===== config.mk =====
export PLATFORM = sky130hd
export DESIGN_NAME = gps_year_day_mjd_unix_converter
export DESIGN_NICKNAME = d
export VERILOG_FILES = /design/src/hw/rtl/gpsconv_pkg.sv /design/src/hw/rtl/gps_year_day_mjd_unix_converter.sv
export SDC_FILE = /design/constraint.sdc
export NUM_CORES = 2
export LEC_CHECK = 0
export BUFFER_PORTS_ARGS = -buffer_cell sky130_fd_sc_hd__buf_4
export CELL_PAD_IN_SITES_DETAIL_PLACEMENT = 1
export CELL_PAD_IN_SITES_GLOBAL_PLACEMENT = 2
export CORE_UTILIZATION = 30
export DETAILED_ROUTE_END_ITERATION = 7
export GPL_TIMING_DRIVEN = 0
export PLACE_DENSITY = 0.6
export SYNTH_ARGS = -nofsm -noshare
export SYNTH_HDL_FRONTEND = slang
export SYNTH_SLANG_ARGS = --single-unit

===== constraint.sdc =====
create_clock -name clk -period 8.2 [get_ports clk]
set_input_delay 0.41 -clock clk [delete_from_list [all_inputs] [get_ports clk]]
set_output_delay 0.41 -clock clk [all_outputs]
set_load 0.005 [all_outputs]

===== src/hw/rtl/gpsconv_pkg.sv =====
// Package for the timestamp converter: operation codes, calendar constants and
// the reciprocals used for constant division. No dependencies.

package gpsconv_pkg;

    typedef enum logic [1:0] {
        OP_YD2MJD   = 2'd0,
        OP_MJD2YD   = 2'd1,
        OP_MJD2UNIX = 2'd2,
        OP_UNIX2MJD = 2'd3
    } op_t;

    localparam int unsigned DAYS_PER_4Y   = 1461;
    localparam int unsigned SECS_PER_DAY  = 86400;
    localparam int unsigned MJD_UNIX_EPOCH = 40587;
    localparam int unsigned MJD_YEAR_OFS  = 678960;
    localparam int unsigned LIN_YEAR_OFS  = 4799;
    localparam int unsigned CENT_YEAR_OFS = 4899;
    localparam int unsigned YEAR_BASE     = 2431739;
    localparam int unsigned MJD_MAX       = 4194303;

    // Low seven bits of a Unix time split off the factor 128 of 86400.
    localparam int unsigned SECS_SHIFT = 7;
    localparam int unsigned SECS_ODD   = SECS_PER_DAY >> SECS_SHIFT;

    // Truncated reciprocals: the quotient estimate may be one low.
    localparam int unsigned RECIP_1461_SH = 36;
    localparam logic [25:0] RECIP_1461 = 26'((64'd1 << RECIP_1461_SH) / 64'd1461);
    localparam int unsigned RECIP_675_SH = 32;
    localparam logic [22:0] RECIP_675 = 23'((64'd1 << RECIP_675_SH) / 64'd675);

    // Rounded-up reciprocal of 100, exact for every 15-bit numerator.
    localparam int unsigned RECIP_100_SH = 22;
    localparam logic [15:0] RECIP_100 = 16'(((64'd1 << RECIP_100_SH) + 64'd99) / 64'd100);

endpackage


===== src/hw/rtl/gps_year_day_mjd_unix_converter.sv =====
// Top level of the timestamp converter: a five-stage pipeline for the four
// conversions. Depends on gpsconv_pkg.

// Usage: a request is taken on every cycle in which start is high; busy is
// always low, so a new beat may follow in the very next cycle. Each request
// yields exactly one result, shown for one cycle with done high, in request
// order, after it has passed stages 1 to 4 and the output stage. The receiver
// cannot hold results off, so it must take every beat on the cycle that done
// marks it. The stages hold the chain of constant multiplies: a reciprocal
// quotient estimate, its correction, the year-start products and their
// combination, then the final selection. Fields that an operation does not
// produce are zero, and every field is zero when valid_res is low.
module gps_year_day_mjd_unix_converter
    import gpsconv_pkg::*;
(
    input  logic               clk,
    input  logic               rst_n,
    input  logic               start,
    output logic               busy,
    input  logic [1:0]         op,
    input  logic [13:0]        gps_year,
    input  logic [8:0]         gps_day,
    input  logic [21:0]        mjd_in,
    input  logic [16:0]        day_secs_in,
    input  logic [37:0]        unix_in,
    output logic               done,
    output logic               valid_res,
    output logic [21:0]        mjd_out,
    output logic [13:0]        year_out,
    output logic [8:0]         day_out,
    output logic signed [39:0] unix_out,
    output logic [16:0]        day_secs_out
);

    // 1461 * (y + 4799), the first term of the year start.
    function automatic logic [25:0] ys_lin(input logic [13:0] y);
        logic [25:0] n;
        n = 26'(15'(y) + 15'(LIN_YEAR_OFS));
        return n * 26'(DAYS_PER_4Y);
    endfunction

    // floor((y + 4899) / 100) by reciprocal multiplication.
    function automatic logic [7:0] ys_cent(input logic [13:0] y);
        logic [30:0] p;
        p = 31'(15'(y) + 15'(CENT_YEAR_OFS)) * 31'(RECIP_100);
        return p[RECIP_100_SH +: 8];
    endfunction

    // MJD of January 1 from the two registered products.
    function automatic logic signed [24:0] ys_finish(input logic [25:0] a, input logic [7:0] c);
        logic [9:0]         b;
        logic signed [24:0] s;
        b = (10'(c) * 10'd3) >> 2;
        s = $signed({1'b0, a[25:2]}) - $signed(25'(b)) - $signed(25'(YEAR_BASE));
        return s;
    endfunction

    op_t in_op;
    logic in_ok;
    logic [24:0] n1;
    logic [50:0] p1;
    logic [30:0] q1;
    logic [53:0] p3;
    logic signed [22:0] mjd_rel;
    logic signed [40:0] mjd_rel_ext;

    // Stage 1: quotient estimates and the Unix product.
    logic               s1_vld_reg;
    op_t                s1_op_reg;
    logic               s1_ok_reg;
    logic [13:0]        s1_year_reg;
    logic [8:0]         s1_day_reg;
    logic [21:0]        s1_mjd_reg;
    logic [16:0]        s1_secs_reg;
    logic [24:0]        s1_n_reg;
    logic [13:0]        s1_qy_reg;
    logic [30:0]        s1_q_reg;
    logic [21:0]        s1_qd_reg;
    logic [6:0]         s1_r7_reg;
    logic signed [40:0] s1_prod_reg;

    // Stage 2: corrected quotients.
    logic               s2_vld_reg;
    op_t                s2_op_reg;
    logic               s2_ok_reg;
    logic [13:0]        s2_year_reg;
    logic [8:0]         s2_day_reg;
    logic [21:0]        s2_mjd_reg;
    logic [21:0]        s2_umjd_reg;
    logic [16:0]        s2_usecs_reg;
    logic signed [39:0] s2_unix_reg;

    // Stage 3: year-start products for the year and the year before.
    logic               s3_vld_reg;
    op_t                s3_op_reg;
    logic               s3_ok_reg;
    logic [13:0]        s3_year_reg;
    logic [8:0]         s3_day_reg;
    logic [21:0]        s3_mjd_reg;
    logic [21:0]        s3_umjd_reg;
    logic [16:0]        s3_usecs_reg;
    logic signed [39:0] s3_unix_reg;
    logic [25:0]        s3_ay_reg;
    logic [7:0]         s3_cy_reg;
    logic [25:0]        s3_am_reg;
    logic [7:0]         s3_cm_reg;

    // Stage 4: year starts.
    logic               s4_vld_reg;
    op_t                s4_op_reg;
    logic               s4_ok_reg;
    logic [13:0]        s4_year_reg;
    logic [8:0]         s4_day_reg;
    logic [21:0]        s4_mjd_reg;
    logic [21:0]        s4_umjd_reg;
    logic [16:0]        s4_usecs_reg;
    logic signed [39:0] s4_unix_reg;
    logic signed [24:0] s4_sy_reg;
    logic signed [24:0] s4_sm_reg;

    // Output stage.
    logic               done_reg;
    logic               valid_res_reg;
    logic [21:0]        mjd_out_reg;
    logic [13:0]        year_out_reg;
    logic [8:0]         day_out_reg;
    logic signed [39:0] unix_out_reg;
    logic [16:0]        day_secs_out_reg;

    logic               valid_res_next;
    logic [21:0]        mjd_out_next;
    logic [13:0]        year_out_next;
    logic [8:0]         day_out_next;
    logic signed [39:0] unix_out_next;
    logic [16:0]        day_secs_out_next;

    logic [24:0] r1;
    logic [13:0] y_fix;
    logic [30:0] r3;
    logic [21:0] qd_fix;
    logic [9:0]  r3_fix;
    logic [13:0] y_prev;
    logic signed [24:0] m0;
    logic signed [24:0] mjd_s;
    logic        step_back;
    logic signed [24:0] s_sel;
    logic signed [24:0] doy;

    assign busy = 1'b0;
    assign in_op = op_t'(op);

    // Stage 1 arithmetic.
    always_comb
    begin
        case (in_op)
            OP_YD2MJD:   in_ok = (gps_year != 14'd0) && (gps_day != 9'd0);
            OP_MJD2YD:   in_ok = (mjd_in != 22'd0);
            OP_MJD2UNIX: in_ok = (mjd_in != 22'd0) && (day_secs_in != 17'd0);
            OP_UNIX2MJD: in_ok = (unix_in != 38'd0);
            default:     in_ok = 1'b0;
        endcase
        n1 = {23'(mjd_in) + 23'(MJD_YEAR_OFS), 2'b00};
        p1 = 51'(n1) * 51'(RECIP_1461);
        q1 = unix_in[37:SECS_SHIFT];
        p3 = 54'(q1) * 54'(RECIP_675);
        mjd_rel = $signed({1'b0, mjd_in}) - $signed(23'(MJD_UNIX_EPOCH));
        mjd_rel_ext = 41'(mjd_rel);
    end

    always_ff @(posedge clk or negedge rst_n)
    begin
        if (!rst_n)
        begin
            s1_vld_reg <= 1'b0;
            s2_vld_reg <= 1'b0;
            s3_vld_reg <= 1'b0;
            s4_vld_reg <= 1'b0;
            done_reg   <= 1'b0;
        end
        else
        begin
            s1_vld_reg <= start && !busy;
            s2_vld_reg <= s1_vld_reg;
            s3_vld_reg <= s2_vld_reg;
            s4_vld_reg <= s3_vld_reg;
            done_reg   <= s4_vld_reg;
        end
    end

    always_ff @(posedge clk)
    begin
        s1_op_reg   <= in_op;
        s1_ok_reg   <= in_ok;
        s1_year_reg <= gps_year;
        s1_day_reg  <= gps_day;
        s1_mjd_reg  <= mjd_in;
        s1_secs_reg <= day_secs_in;
        s1_n_reg    <= n1;
        s1_qy_reg   <= p1[RECIP_1461_SH +: 14];
        s1_q_reg    <= q1;
        s1_qd_reg   <= p3[RECIP_675_SH +: 22];
        s1_r7_reg   <= unix_in[SECS_SHIFT-1:0];
        s1_prod_reg <= mjd_rel_ext * $signed(41'(SECS_PER_DAY));
    end

    // Stage 2: each estimate is at most one low, so one compare fixes it.
    always_comb
    begin
        r1 = s1_n_reg - 25'(s1_qy_reg) * 25'(DAYS_PER_4Y);
        y_fix = s1_qy_reg + 14'(r1 >= 25'(DAYS_PER_4Y));
        r3 = s1_q_reg - 31'(s1_qd_reg) * 31'(SECS_ODD);
        if (r3 >= 31'(SECS_ODD))
        begin
            qd_fix = s1_qd_reg + 22'd1;
            r3_fix = 10'(r3 - 31'(SECS_ODD));
        end
        else
        begin
            qd_fix = s1_qd_reg;
            r3_fix = 10'(r3);
        end
    end

    always_ff @(posedge clk)
    begin
        s2_op_reg    <= s1_op_reg;
        s2_ok_reg    <= s1_ok_reg;
        s2_year_reg  <= (s1_op_reg == OP_YD2MJD) ? s1_year_reg : y_fix;
        s2_day_reg   <= s1_day_reg;
        s2_mjd_reg   <= s1_mjd_reg;
        s2_umjd_reg  <= qd_fix + 22'(MJD_UNIX_EPOCH);
        s2_usecs_reg <= {r3_fix, s1_r7_reg};
        s2_unix_reg  <= 40'(s1_prod_reg + $signed(41'(s1_secs_reg)));
    end

    // Stage 3: the year before is needed when the year estimate was one high.
    assign y_prev = s2_year_reg - 14'd1;

    always_ff @(posedge clk)
    begin
        s3_op_reg    <= s2_op_reg;
        s3_ok_reg    <= s2_ok_reg;
        s3_year_reg  <= s2_year_reg;
        s3_day_reg   <= s2_day_reg;
        s3_mjd_reg   <= s2_mjd_reg;
        s3_umjd_reg  <= s2_umjd_reg;
        s3_usecs_reg <= s2_usecs_reg;
        s3_unix_reg  <= s2_unix_reg;
        s3_ay_reg    <= ys_lin(s2_year_reg);
        s3_cy_reg    <= ys_cent(s2_year_reg);
        s3_am_reg    <= ys_lin(y_prev);
        s3_cm_reg    <= ys_cent(y_prev);
    end

    // Stage 4.
    always_ff @(posedge clk)
    begin
        s4_op_reg    <= s3_op_reg;
        s4_ok_reg    <= s3_ok_reg;
        s4_year_reg  <= s3_year_reg;
        s4_day_reg   <= s3_day_reg;
        s4_mjd_reg   <= s3_mjd_reg;
        s4_umjd_reg  <= s3_umjd_reg;
        s4_usecs_reg <= s3_usecs_reg;
        s4_unix_reg  <= s3_unix_reg;
        s4_sy_reg    <= ys_finish(s3_ay_reg, s3_cy_reg);
        s4_sm_reg    <= ys_finish(s3_am_reg, s3_cm_reg);
    end

    // Stage 5: range check, year correction and result selection.
    always_comb
    begin
        m0 = s4_sy_reg + $signed(25'(s4_day_reg)) - 25'sd1;
        mjd_s = $signed(25'(s4_mjd_reg));
        step_back = (s4_sy_reg > mjd_s);
        s_sel = step_back ? s4_sm_reg : s4_sy_reg;
        doy = mjd_s - s_sel + 25'sd1;

        valid_res_next    = 1'b0;
        mjd_out_next      = 22'd0;
        year_out_next     = 14'd0;
        day_out_next      = 9'd0;
        unix_out_next     = 40'sd0;
        day_secs_out_next = 17'd0;
        if (s4_ok_reg)
        begin
            case (s4_op_reg)
                OP_YD2MJD:
                begin
                    if (!m0[24] && (m0 <= $signed(25'(MJD_MAX))))
                    begin
                        valid_res_next = 1'b1;
                        mjd_out_next   = m0[21:0];
                    end
                end
                OP_MJD2YD:
                begin
                    valid_res_next = 1'b1;
                    year_out_next  = step_back ? (s4_year_reg - 14'd1) : s4_year_reg;
                    day_out_next   = doy[8:0];
                end
                OP_MJD2UNIX:
                begin
                    valid_res_next = 1'b1;
                    unix_out_next  = s4_unix_reg;
                end
                OP_UNIX2MJD:
                begin
                    valid_res_next    = 1'b1;
                    mjd_out_next      = s4_umjd_reg;
                    day_secs_out_next = s4_usecs_reg;
                end
                default:
                begin
                    valid_res_next = 1'b0;
                end
            endcase
        end
    end

    always_ff @(posedge clk)
    begin
        valid_res_reg    <= valid_res_next;
        mjd_out_reg      <= mjd_out_next;
        year_out_reg     <= year_out_next;
        day_out_reg      <= day_out_next;
        unix_out_reg     <= unix_out_next;
        day_secs_out_reg <= day_secs_out_next;
    end

    assign done         = done_reg;
    assign valid_res    = valid_res_reg;
    assign mjd_out      = mjd_out_reg;
    assign year_out     = year_out_reg;
    assign day_out      = day_out_reg;
    assign unix_out     = unix_out_reg;
    assign day_secs_out = day_secs_out_reg;

endmodule


==> results.json <==
{
  "max_slew_margin_pct": 17.3,
  "pin_count": 210,
  "final_layout_size_suffix_gt1_share_pct": 8.36,
  "final_antenna_net_count": 0,
  "initial_core_util_pct": 30.3,
  "finClkSkew_ns": 0.0523,
  "rsz0062_at_grt": "yes",
  "r2r_cells": 32,
  "htree_levels": 3,
  "ys_seq_area_share_pct": 23.0,
  "drt_iter0_markers": 1318,
  "clock_latency_ns": 0.74,
  "gp_congestion": 0.847,
  "fmax_mhz": 122,
  "die_h_microns": 473,
  "numCtsBuffers": 90,
  "min_path_cells": 4,
  "worstMarginPinSlew_ns": 1.24,
  "setup_ws_ns": -0.00403,
  "routed_wl_mm": 187,
  "syn-cell-area_sq_mm": 0.0667,
  "dpl_worst_slack_ns": -2.66,
  "portBuffers": 208,
  "synth_enable_flop_cells": 0,
  "avgSynthCellArea_sq_um": 10.3,
  "period_needed_ns": 8.20,
  "cp-start-kind": "input pin",
  "synth_seq_cells": 763,
  "synth_flop_cell": "dfxtp_1",
  "clockBufferDepth": 3,
  "r2r_slack_ns": 0.43,
  "drc": 0,
  "failed_checks": "setup timing",
  "final_nets": 9144,
  "via_per_inst": 4.45,
  "cpPeakStageDelay_ns": 0.55,
  "crit_type": "in -> reg",
  "rr_endpoint": "s3_cm_reg[7]",
  "finalHoldViolCount": 0,
  "dieArea_sq_mm": 0.224,
  "cp.required_ns": 8.86,
  "avgRoutedWirePerCell_microns": 18.8,
  "cts_tree": "done",
  "grt_max_degree": 16,
  "drtPass1Iterations": 5,
  "dr_total_vias": 44345,
  "die_w_microns": 473,
  "clkTransAtPathRegs_ns": 0.06,
  "max-cap-violations": 0,
  "syn_inst": 6460,
  "yosys_warnings": 0,
  "synth_fp_nets": 8686,
  "grt_pass1_vias": 49139,
  "area_growth_pct": 16.2,
  "crit_arrival_ns": 8.86,
  "status": "finished, violations left",
  "antenna_found_initial": 16,
  "critPathMostFrequentCell": "fa_1",
  "cts_root_buf": "clkbuf_16",
  "end_kind": "flip-flop",
  "drv_slew": 0,
  "synth_cell_types": 92,
  "overflow": 0,
  "cp_slowest_cell": "fa_1",
  "cp_max_fo": 7,
  "async_flop_share_pct": 0.655,
  "setup_viol": 1,
  "num_rows": 172,
  "finalCritPeriodShare_pct": 100,
  "core-area_sq_mm": 0.220,
  "final.setup.tns_ns": -0.00403,
  "dp_hpwl_mm": 159,
  "grt_pass1_wl_mm": 293,
  "hp-start": "mjd_in[4]",
  "clkSinkCount": 763,
  "hold_class": "in -> reg",
  "holdPathEnd": "s1_n_reg[6]",
  "reg2reg_from": "s2_year_reg[0]",
  "grt_util_all_layers_pct": 17.1
}
-- logic make-up (layout without fill, tap and decap cells) --
family | after synthesis | in the layout | share of synthesized area, %
simple gates | 838 | 838 | 6.29
other cells | 1 | 11 | 0.00563
buf+inv | 1601 | 2129 | 9.06
compound gates | 717 | 717 | 7.22
mux | 20 | 20 | 0.306
fa+ha+maj | 2121 | 2121 | 48.9
xor+xnor | 399 | 399 | 5.27
flops | 763 | 763 | 23.0
-- critical path, delay by kind of cell --
| family | cells | cell delay (ns) |
|---|---|---|
| adders and majority gates | 9 | 3.69 |
| AOI/OAI and AO/OA | 12 | 2.43 |
| and+or+nand+nor | 8 | 1.28 |
| buffers and inverters | 8 | 0.72 |
| xor gates and xnor gates | 2 | 0.33 |
-- how the worst max path moves through the flow --
stage | depth (start not counted) | slack [ns] | end | from
2_1_floorplan | 37 | 0.05 | s1_qy_reg[13] | mjd_in[4]
3_3_place_gp | 30 | -2.65 | s1_qy_reg[13] | mjd_in[4]
3_5_place_dp | 37 | -2.66 | s1_qy_reg[13] | mjd_in[4]
4_1_cts | 26 | -0.11 | s3_cm_reg[7] | s2_year_reg[0]
5_1_grt | 40 | -0.30 | s1_qy_reg[13] | mjd_in[4]
6_report | 39 | -0.004 | s1_qy_reg[13] | mjd_in[4]
-- stage by stage --
stage | hold WS [ns] | cells | area, sq um | utilization, %
final | 0.201 | 9956 | 77400 | 35.2
after global routing | 0.189 | 9949 | 77400 | 35.2
after CTS | 0.0676 | 9918 | 76900 | 34.9
after detailed placement | 0.217 | 9627 | 71900 | 32.7
after global placement | 0.213 | 9626 | 71900 | 32.7
after floorplan | 0.114 | 6460 | 66700 | -
-- cells in the final DEF, fill, tap and decap left out, types with 113 or more instances in the layout --
master / instances
xor2_1: 113
buf_4: 268
xnor2_1: 255
inv_1: 1513
a21oi_1: 188
nand2_1: 157
nor2_1: 220
dfxtp_1: 747
fa_1: 806
ha_1: 1308
-- cells in the mapped netlist (18+ instances only) --
| cell | instances | share of area (%) |
|---|---|---|
| a211oi_1 | 21 | 0.24 |
| o31ai_1 | 19 | 0.21 |
| xnor2_1 | 272 | 3.6 |
| nand4_1 | 40 | 0.38 |
| o21a_1 | 46 | 0.52 |
| o211ai_1 | 18 | 0.20 |
| o21bai_1 | 40 | 0.45 |
| nand3_1 | 74 | 0.56 |
| nor3_1 | 69 | 0.52 |
| nor4_1 | 20 | 0.19 |
| o21ai_0 | 109 | 0.82 |
| fa_1 | 806 | 24 |
| and3_1 | 88 | 0.83 |
| nor2_1 | 230 | 1.3 |
| inv_1 | 1525 | 8.6 |
| xor2_1 | 126 | 1.7 |
| nand2b_1 | 29 | 0.27 |
| nor2b_1 | 34 | 0.32 |
| a21oi_1 | 194 | 1.5 |
| or3_1 | 18 | 0.17 |
| and2_1 | 21 | 0.20 |
| clkbuf_1 | 62 | 0.35 |
| a22o_1 | 22 | 0.29 |
| nand2_1 | 157 | 0.88 |
| ha_1 | 1315 | 25 |
| a31oi_1 | 27 | 0.25 |
| a21o_1 | 105 | 1.2 |
| dfxtp_1 | 758 | 23 |
-- routing by layer --
layer / track usage, % / up-vias / part of all wire, %
li1: - / 21583 / -
met1: 23.5 / 22228 / 48
met2: 29.0 / 375 / 48
met3: 1.47 / 153 / 2.2
met4: 3.97 / 6 / 2.0
met5: 0 / - / 0.022
-- area by class of cell --
type                       count  area (sq um)
antenna                       10          25.0
fill                       24601        143000
clock buffer                 110          2420
tap                         2958          3700
buffer                        69           305
inverter                    1525          5740
multi-input combinational   4096         46000
timing repair buffer         373          3080
clock inverter                52           866
sequential                   763         15300
-- repair_timing --
action	CTS	global route
hold buffers	105	0
setup buffers	27	33
resized for setup	78	75
hold endpoints to repair	109	0
setup endpoints to repair	36	38
pin swaps	13	44
Power is left out: the tool's default activity adds up to more than one toggle a clock period on the data nets, which glitch-free logic cannot reach.
